File: src/rtl/fqs_pkg.sv
// Package for the FIFO queue with search.
// Holds the operation codes, field widths and the result record used by the modules.
// Depends on nothing.
package fqs_pkg;

    localparam int KEY_W = 32;
    localparam int POS_W = 4;
    localparam int CNT_W = 5;

    typedef enum logic [1:0] {
        OP_PUSH   = 2'd0,
        OP_POP    = 2'd1,
        OP_SEARCH = 2'd2,
        OP_CLEAR  = 2'd3
    } t_op;

    // One result transaction as it leaves the controller.
    typedef struct packed {
        logic                     ok;
        logic signed [KEY_W-1:0]  popped_key;
        logic [POS_W-1:0]         found_position;
        logic [CNT_W-1:0]         entry_count;
        logic signed [KEY_W-1:0]  first_key;
        logic signed [KEY_W-1:0]  last_key;
    } t_result;

endpackage

File: src/rtl/fqs_key_mem.sv
// Key storage of the queue: one write port and one read port with registered read data.
// Depends on fqs_pkg for the key width.
module fqs_key_mem
    import fqs_pkg::*;
#(
    parameter int DEPTH = 16,
    localparam int AW = (DEPTH > 1) ? $clog2(DEPTH) : 1
) (
    input  logic                    i_clk,
    input  logic                    i_we,
    input  logic [AW-1:0]           i_waddr,
    input  logic signed [KEY_W-1:0] i_wdata,
    input  logic                    i_re,
    input  logic [AW-1:0]           i_raddr,
    output logic signed [KEY_W-1:0] o_rdata
);

    logic signed [KEY_W-1:0] r_mem [DEPTH];
    logic signed [KEY_W-1:0] r_rdata;

    // Write port.
    always_ff @(posedge i_clk) begin
        if (i_we) begin
            r_mem[i_waddr] <= i_wdata;
        end
    end

    // Read port, with registered data valid in the cycle after the request.
    always_ff @(posedge i_clk) begin
        if (i_re) begin
            r_rdata <= r_mem[i_raddr];
        end
    end

    assign o_rdata = r_rdata;

endmodule

File: src/rtl/fqs_ctrl.sv
// Queue controller: head, tail and count registers, cached end keys and the search sequencer.
// Depends on fqs_pkg; drives the ports of fqs_key_mem.
module fqs_ctrl
    import fqs_pkg::*;
#(
    parameter int DEPTH = 16,
    localparam int AW = (DEPTH > 1) ? $clog2(DEPTH) : 1,
    localparam int CW = $clog2(DEPTH + 1)
) (
    input  logic                    i_clk,
    input  logic                    i_rst_n,
    input  logic                    i_in_valid,
    output logic                    o_in_stall,
    input  logic [1:0]              i_op,
    input  logic signed [KEY_W-1:0] i_key_value,
    output logic                    o_mem_we,
    output logic [AW-1:0]           o_mem_waddr,
    output logic signed [KEY_W-1:0] o_mem_wdata,
    output logic                    o_mem_re,
    output logic [AW-1:0]           o_mem_raddr,
    input  logic signed [KEY_W-1:0] i_mem_rdata,
    output logic                    o_res_valid,
    input  logic                    i_res_take,
    output t_result                 o_res
);

    typedef enum logic [3:0] {
        S_IDLE   = 4'b0001,
        S_POP_RD = 4'b0010,
        S_SEARCH = 4'b0100,
        S_EMIT   = 4'b1000
    } t_state;

    t_state                  r_state, n_state;
    logic [AW-1:0]           r_head, n_head;
    logic [AW-1:0]           r_tail, n_tail;
    logic [CW-1:0]           r_count, n_count;
    logic signed [KEY_W-1:0] r_first, n_first;
    logic signed [KEY_W-1:0] r_last, n_last;
    logic signed [KEY_W-1:0] r_skey, n_skey;
    logic [AW-1:0]           r_slot, n_slot;
    logic [AW-1:0]           r_idx, n_idx;
    logic                    r_ok, n_ok;
    logic signed [KEY_W-1:0] r_popped, n_popped;

    logic [AW+POS_W-1:0]     w_pos_ext;
    logic [CW+CNT_W-1:0]     w_cnt_ext;

    // Ring index increment with wrap at the queue depth.
    function automatic logic [AW-1:0] next_slot(input logic [AW-1:0] slot);
        return (slot == AW'(DEPTH - 1)) ? '0 : slot + AW'(1);
    endfunction

    // Next-state logic: one operation per transaction, search walks one entry per cycle.
    always_comb begin
        n_state     = r_state;
        n_head      = r_head;
        n_tail      = r_tail;
        n_count     = r_count;
        n_first     = r_first;
        n_last      = r_last;
        n_skey      = r_skey;
        n_slot      = r_slot;
        n_idx       = r_idx;
        n_ok        = r_ok;
        n_popped    = r_popped;
        o_mem_we    = 1'b0;
        o_mem_waddr = r_tail;
        o_mem_wdata = i_key_value;
        o_mem_re    = 1'b0;
        o_mem_raddr = r_head;

        case (r_state)
            S_IDLE: begin
                if (i_in_valid) begin
                    n_ok     = 1'b0;
                    n_popped = '0;
                    n_idx    = '0;
                    n_state  = S_EMIT;
                    case (t_op'(i_op))
                        OP_PUSH: begin
                            if (r_count < CW'(DEPTH)) begin
                                o_mem_we = 1'b1;
                                n_tail   = next_slot(r_tail);
                                n_count  = r_count + CW'(1);
                                n_last   = i_key_value;
                                if (r_count == '0) begin
                                    n_first = i_key_value;
                                end
                                n_ok = 1'b1;
                            end
                        end
                        OP_POP: begin
                            if (r_count != '0) begin
                                n_popped = r_first;
                                n_head   = next_slot(r_head);
                                n_count  = r_count - CW'(1);
                                n_ok     = 1'b1;
                                if (r_count == CW'(1)) begin
                                    n_first = '0;
                                    n_last  = '0;
                                end else begin
                                    // Fetch the new oldest key.
                                    o_mem_re    = 1'b1;
                                    o_mem_raddr = next_slot(r_head);
                                    n_state     = S_POP_RD;
                                end
                            end
                        end
                        OP_SEARCH: begin
                            n_skey = i_key_value;
                            n_slot = r_head;
                            if (r_count != '0) begin
                                o_mem_re    = 1'b1;
                                o_mem_raddr = r_head;
                                n_state     = S_SEARCH;
                            end
                        end
                        OP_CLEAR: begin
                            n_head  = '0;
                            n_tail  = '0;
                            n_count = '0;
                            n_first = '0;
                            n_last  = '0;
                            n_ok    = 1'b1;
                        end
                        default: begin
                            n_state = S_EMIT;
                        end
                    endcase
                end
            end
            S_POP_RD: begin
                n_first = i_mem_rdata;
                n_state = S_EMIT;
            end
            S_SEARCH: begin
                // Read data belongs to the entry at position r_idx.
                if (i_mem_rdata == r_skey) begin
                    n_ok    = 1'b1;
                    n_state = S_EMIT;
                end else if (CW'(r_idx) + CW'(1) == r_count) begin
                    n_idx   = '0;
                    n_state = S_EMIT;
                end else begin
                    o_mem_re    = 1'b1;
                    o_mem_raddr = next_slot(r_slot);
                    n_slot      = next_slot(r_slot);
                    n_idx       = r_idx + AW'(1);
                end
            end
            S_EMIT: begin
                if (i_res_take) begin
                    n_state = S_IDLE;
                end
            end
            default: begin
                n_state = S_IDLE;
            end
        endcase
    end

    // Control registers.
    always_ff @(posedge i_clk) begin
        if (!i_rst_n) begin
            r_state <= S_IDLE;
            r_head  <= '0;
            r_tail  <= '0;
            r_count <= '0;
            r_first <= '0;
            r_last  <= '0;
        end else begin
            r_state <= n_state;
            r_head  <= n_head;
            r_tail  <= n_tail;
            r_count <= n_count;
            r_first <= n_first;
            r_last  <= n_last;
        end
    end

    // Working and result registers.
    always_ff @(posedge i_clk) begin
        r_skey   <= n_skey;
        r_slot   <= n_slot;
        r_idx    <= n_idx;
        r_ok     <= n_ok;
        r_popped <= n_popped;
    end

    // Position and count are reported modulo their field widths.
    assign w_pos_ext = {{POS_W{1'b0}}, r_idx};
    assign w_cnt_ext = {{CNT_W{1'b0}}, r_count};

    assign o_in_stall  = (r_state != S_IDLE);
    assign o_res_valid = (r_state == S_EMIT);

    always_comb begin
        o_res.ok             = r_ok;
        o_res.popped_key     = r_popped;
        o_res.found_position = r_ok ? w_pos_ext[POS_W-1:0] : '0;
        o_res.entry_count    = w_cnt_ext[CNT_W-1:0];
        o_res.first_key      = r_first;
        o_res.last_key       = r_last;
    end

endmodule

File: src/rtl/fifo_queue_with_search.sv
// Top level of the FIFO queue with search: controller, key memory and output register.
// Depends on fqs_pkg, fqs_key_mem and fqs_ctrl.
//
// Usage:
// The input channel (i_in_valid, o_in_stall, i_op, i_key_value) carries one operation per
// transaction: push, pop, search or clear. The output channel (o_out_valid, i_out_stall and
// the result fields) returns exactly one result transaction per operation, in order.
// Push and clear pass from acceptance through the controller's result state into the output
// register; a pop that leaves the queue non-empty first reads the new oldest key from the
// key memory. A search reads one entry per cycle through the single read port of the key
// memory and ends at the first match or after the last entry (at once on an empty queue).
// One operation is in progress at a time; the next transaction is accepted once the
// previous result has moved to the output register.
// Reset empties the queue and clears o_out_valid; the key memory is not cleared.
// While the receiver stalls, the output register holds its result; the controller finishes
// the next operation and then waits with its result until the output register frees up.
module fifo_queue_with_search
    import fqs_pkg::*;
#(
    parameter int DEPTH = 16
) (
    input  logic                    i_clk,
    input  logic                    i_rst_n,
    input  logic                    i_in_valid,
    output logic                    o_in_stall,
    input  logic [1:0]              i_op,
    input  logic signed [KEY_W-1:0] i_key_value,
    output logic                    o_out_valid,
    input  logic                    i_out_stall,
    output logic                    o_ok,
    output logic signed [KEY_W-1:0] o_popped_key,
    output logic [POS_W-1:0]        o_found_position,
    output logic [CNT_W-1:0]        o_entry_count,
    output logic signed [KEY_W-1:0] o_first_key,
    output logic signed [KEY_W-1:0] o_last_key
);

    localparam int AW = (DEPTH > 1) ? $clog2(DEPTH) : 1;

    logic                    w_mem_we;
    logic [AW-1:0]           w_mem_waddr;
    logic signed [KEY_W-1:0] w_mem_wdata;
    logic                    w_mem_re;
    logic [AW-1:0]           w_mem_raddr;
    logic signed [KEY_W-1:0] w_mem_rdata;
    logic                    w_res_valid;
    logic                    w_res_take;
    t_result                 w_res;

    logic                    r_out_valid;
    t_result                 r_out;

    fqs_key_mem #(
        .DEPTH (DEPTH)
    ) u_key_mem (
        .i_clk   (i_clk),
        .i_we    (w_mem_we),
        .i_waddr (w_mem_waddr),
        .i_wdata (w_mem_wdata),
        .i_re    (w_mem_re),
        .i_raddr (w_mem_raddr),
        .o_rdata (w_mem_rdata)
    );

    fqs_ctrl #(
        .DEPTH (DEPTH)
    ) u_ctrl (
        .i_clk       (i_clk),
        .i_rst_n     (i_rst_n),
        .i_in_valid  (i_in_valid),
        .o_in_stall  (o_in_stall),
        .i_op        (i_op),
        .i_key_value (i_key_value),
        .o_mem_we    (w_mem_we),
        .o_mem_waddr (w_mem_waddr),
        .o_mem_wdata (w_mem_wdata),
        .o_mem_re    (w_mem_re),
        .o_mem_raddr (w_mem_raddr),
        .i_mem_rdata (w_mem_rdata),
        .o_res_valid (w_res_valid),
        .i_res_take  (w_res_take),
        .o_res       (w_res)
    );

    // The output register takes a new result when empty or when its transaction completes.
    assign w_res_take = !r_out_valid || !i_out_stall;

    always_ff @(posedge i_clk) begin
        if (!i_rst_n) begin
            r_out_valid <= 1'b0;
        end else if (w_res_take) begin
            r_out_valid <= w_res_valid;
        end
    end

    always_ff @(posedge i_clk) begin
        if (w_res_take && w_res_valid) begin
            r_out <= w_res;
        end
    end

    assign o_out_valid      = r_out_valid;
    assign o_ok             = r_out.ok;
    assign o_popped_key     = r_out.popped_key;
    assign o_found_position = r_out.found_position;
    assign o_entry_count    = r_out.entry_count;
    assign o_first_key      = r_out.first_key;
    assign o_last_key       = r_out.last_key;

endmodule

File: config.mk
export PLATFORM = sky130hd
export DESIGN_NAME = fifo_queue_with_search
export DESIGN_NICKNAME = d
export VERILOG_FILES = /design/src/rtl/fqs_pkg.sv /design/src/rtl/fqs_key_mem.sv /design/src/rtl/fqs_ctrl.sv /design/src/rtl/fifo_queue_with_search.sv
export SDC_FILE = /design/constraint.sdc
export NUM_CORES = 1
export LEC_CHECK = 0
export ABC_CLOCK_PERIOD_IN_PS = 6950
export BUFFER_PORTS_ARGS = -buffer_cell sky130_fd_sc_hd__clkbuf_2
export CELL_PAD_IN_SITES_DETAIL_PLACEMENT = 2
export CELL_PAD_IN_SITES_GLOBAL_PLACEMENT = 2
export CORE_UTILIZATION = 41
export DETAILED_ROUTE_END_ITERATION = 12
export PLACE_DENSITY_LB_ADDON = 0.1
export SYNTH_ARGS = -nofsm -noshare
export SYNTH_HDL_FRONTEND = slang
export SYNTH_SLANG_ARGS = --single-unit
File: constraint.sdc
create_clock -name i_clk -period 6.95 [get_ports i_clk]
set_input_delay 0.695 -clock i_clk [delete_from_list [all_inputs] [get_ports i_clk]]
set_output_delay 0.695 -clock i_clk [all_outputs]
set_load 0.02 [all_outputs]
==> results.ini <==
[logic_synthesis]
yosysSeqAreaShare_pct = 75.9
synth_cell_types = 55
syn_nets = 1917
ys_warn_count = 0
synthArstFlopShare_pct = 0
yosys_register_bits = 805
avgSynthCellArea_um2 = 16.5
synth_edf_count = 723
ys.flop_type = edfxtp_1
syn_inst = 1864
netlist_area_um2 = 30800

[timing]
skew_ns = 0.0204
hold_viol_final = 0
setup_viol = 0
worstMarginPinSlew_ns = 1.07
holdWs_ns = 0.412
timing.fmax_ghz = 0.198
fin_crit_sh_pct = 72.8
setup_ws_ns = 1.89
min_period_ns = 5.06
relSlewSlack_pct = 28.5
slew_violations = 0
rsz0062_at_grt = no
finalSetupTns_ns = 0

[critical_path]
required_ns = 7.26
worst_r2r_startpoint = u_ctrl.r_idx[0]
crit_end = u_key_mem.o_rdata[17]
ff2ff_path_depth = 11
cp_max_fo = 46
cpMaxStageDelayCell = nand3_4
rr_endpoint = u_key_mem.o_rdata[17]
cp.arrival_ns = 5.37
crit_path_end_kind = flip-flop
cp_cell_sequence = ha_1 > xnor2_1 > a221oi_1 > o2111ai_1 > o211ai_1 > nand3b_1 > nand3_4 > buf_12 > mux2i_1 > o22ai_1 > or4_1
crit_start = u_ctrl.r_idx[0]
critPathMaxStageDelay_ns = 0.72
worstSetupStartpointType = flip-flop
path_class = flip-flop to flip-flop
r2r_slack_ns = 1.89

[cts]
post-cts-setup-buffers = 0
numCtsBuffers = 87
cts_resized = 0
clkTransAtPathRegs_ns = 0.06
cts_max_level = 3
hold_buffers = 0
cts_buffer_depth = 3
cts_tree = yes
cts.sinks = 805
clock_tree.root_cell = clkbuf_16
worstSkewPairLatency_ns = 0.63

[floorplanning]
io_pins = 146
initial_core_util_pct = 41.4
rows = 100
die_w_um = 276
dieArea_um2 = 76100
die_h_um = 276
core_um2 = 74300

[layout]
nFillCells = 6893
drive_gt1_share_pct = 17.0
final_nets = 2098
fin_util_pct = 48.1
post-route-cell-area_um2 = 35800
area_growth_pct = 16.3
layout.cells.non_filler = 3090

[routing]
routed_via_density = 5.68
vias = 17566
drc = 0
first_pass_iters = 5
wl_per_cell_um = 29.4
ant_nets = 0
routed_wl_um = 90900
drt_iter0_markers = 1309

[global_route]
grt_pass1_vias = 18976
antenna_found_initial = 4
grt_overflow = 0
grt_pass1_wl_um = 130000
grt_use_total_pct = 24.0
grt_max_degree = 82

[place]
place_hpwl_um = 52900
gp_congestion = 0.778
place_area_um2 = 32800
pre_cts_ws_ns = 1.66
placed_cells = 2925
io_buffers = 145

[run]
maxCapViolCount = 0

[run_status]
status = finished, final reports clean

[pwr]
leakage_nw = 12.0
design_power_total_mw = 11.0
vdd_drop_max_mv = 0.202
p_per_area_nw_per_um2 = 307

[hold_path]
hp-class = input port to flip-flop

## worst min-delay path by stage
stage,end,cells after the start,startpoint,slack (ns)
finish,o_out_valid,3,i_out_stall,0.41
global route,o_out_valid,3,i_out_stall,0.40
CTS,o_out_valid,3,i_out_stall,0.36
detailed placement,o_popped_key[31],0,u_ctrl.r_popped[31],0.41
global placement,o_popped_key[9],0,u_ctrl.r_popped[9],0.40
floorplan,o_popped_key[0],0,u_ctrl.r_popped[0],0.40
## power breakdown
group	internal, mW	switching [mW]	total, mW
combinational	0.260	0.517	0.777
clock	2.83	1.91	4.73
sequential	5.40	0.0695	5.47
## critical path, delay by kind of cell (launching register included)
kind	cells	cell delay (ns)
fa+ha+maj	1	0.29
xor+xnor	1	0.25
mux	1	0.22
compound gates	4	1.24
simple gates	3	1.69
flops	1	0.45
buf+inv	1	0.53
## synthesized netlist by cell type, types with 2 or more instances
library cell  instances  share of area, %
edfxtp_1            723                71
mux2i_1             258               8.4
o22ai_1             129               2.6
nand2_1             106               1.3
nand3_1             101               1.6
dfxtp_1              82               5.3
clkbuf_1             57              0.70
buf_2                45              0.73
and3_1               40              0.81
a21boi_0             36              0.88
nor2_1               36              0.44
xor2_1               35               1.0
o211a_1              34               1.1
or4_1                32              0.78
ha_1                 15              0.61
a21oi_1              11              0.18
inv_1                10              0.12
nor2b_1              10              0.20
o21ai_0              10              0.16
and2_1                8              0.16
nor4_1                8              0.16
a31oi_1               7              0.14
nand3b_1              7              0.17
nor3_1                6             0.098
xnor2_1               6              0.17
a22oi_1               4             0.098
buf_1                 4             0.049
a211oi_1              3             0.073
a221oi_1              3             0.085
nand4_1               3             0.061
o211ai_1              3             0.073
or2_2                 3             0.061
a21o_1                2             0.049
a32oi_1               2             0.057
mux2_2                2             0.073
nand2b_1              2             0.041
nor3b_1               2             0.049
o2111ai_1             2             0.057
## sequential cells by signal, indices dropped and copies added (netlist names)
signal	count
o_found_position	4
o_last_key	32
o_popped_key	32
u_ctrl.r_first	32
u_ctrl.r_last	32
u_ctrl.r_slot	4
u_ctrl.o_mem_waddr	4
u_ctrl.r_popped	32
u_ctrl.r_idx	4
u_key_mem.r_mem	512
o_entry_count	5
o_out_valid	1
u_ctrl.r_state	4
o_first_key	32
u_key_mem.o_rdata	32
o_ok	1
u_ctrl.r_count	5
u_ctrl.r_ok	1
u_ctrl.r_head	4
u_ctrl.r_skey	32
## per-layer routing
| metal | vias up | GRT usage [%] | wire length (um) |
|---|---|---|---|
| met5 | - | 0 | 11 |
| met4 | 2 | 7.26 | 2400 |
| met3 | 131 | 3.20 | 3530 |
| met1 | 9321 | 31.9 | 39800 |
| met2 | 432 | 40.8 | 45100 |
| li1 | 7680 | - | - |
## cell families after synthesis
| group | Yosys count | share of synthesized area [%] |
|---|---|---|
| adder cells (fa/ha/maj) | 15 | 0.610 |
| XOR/XNOR | 42 | 1.24 |
| multiplexers | 260 | 8.47 |
| AO/OA/AOI/OAI | 256 | 5.96 |
| flip-flops | 805 | 75.9 |
| AND/OR/NAND/NOR | 369 | 6.17 |
| buffers and inverters | 117 | 1.61 |
## cell usage in the layout (no fill, tap or decap), types with 6 or more instances in the layout
cell	n
nor2_1	23
edfxtp_1	723
clkbuf_1	23
a31oi_1	7
bufinv_16	10
mux2i_1	258
clkinv_2	12
nor2_4	13
or4_1	32
nor2b_1	10
o22ai_1	129
o21ai_0	9
ha_1	15
xor2_1	35
clkinv_1	12
nand3b_1	7
buf_4	49
a21oi_1	10
inv_1	10
o211a_1	34
xnor2_1	6
dfxtp_1	82
and3_1	39
a21boi_0	36
and2_1	8
clkbuf_16	92
nand3_1	99
nor4_1	8
clkbuf_2	145
nand2_1	106
## cell type report
type / count / area, um^2 / area share (%)
Sequential cell: 805 / 23400 / 65.3
Multi-Input combinational cell: 942 / 7070 / 19.8
Clock buffer: 118 / 2430 / 6.79
Tap cell: 969 / 1210 / 3.39
Timing Repair Buffer: 198 / 1170 / 3.28
Clock inverter: 42 / 480 / 1.34
Inverter: 11 / 41.3 / 0.115
Antenna cell: 5 / 12.5 / 0.0350
Power figures use the tool's default switching activity.
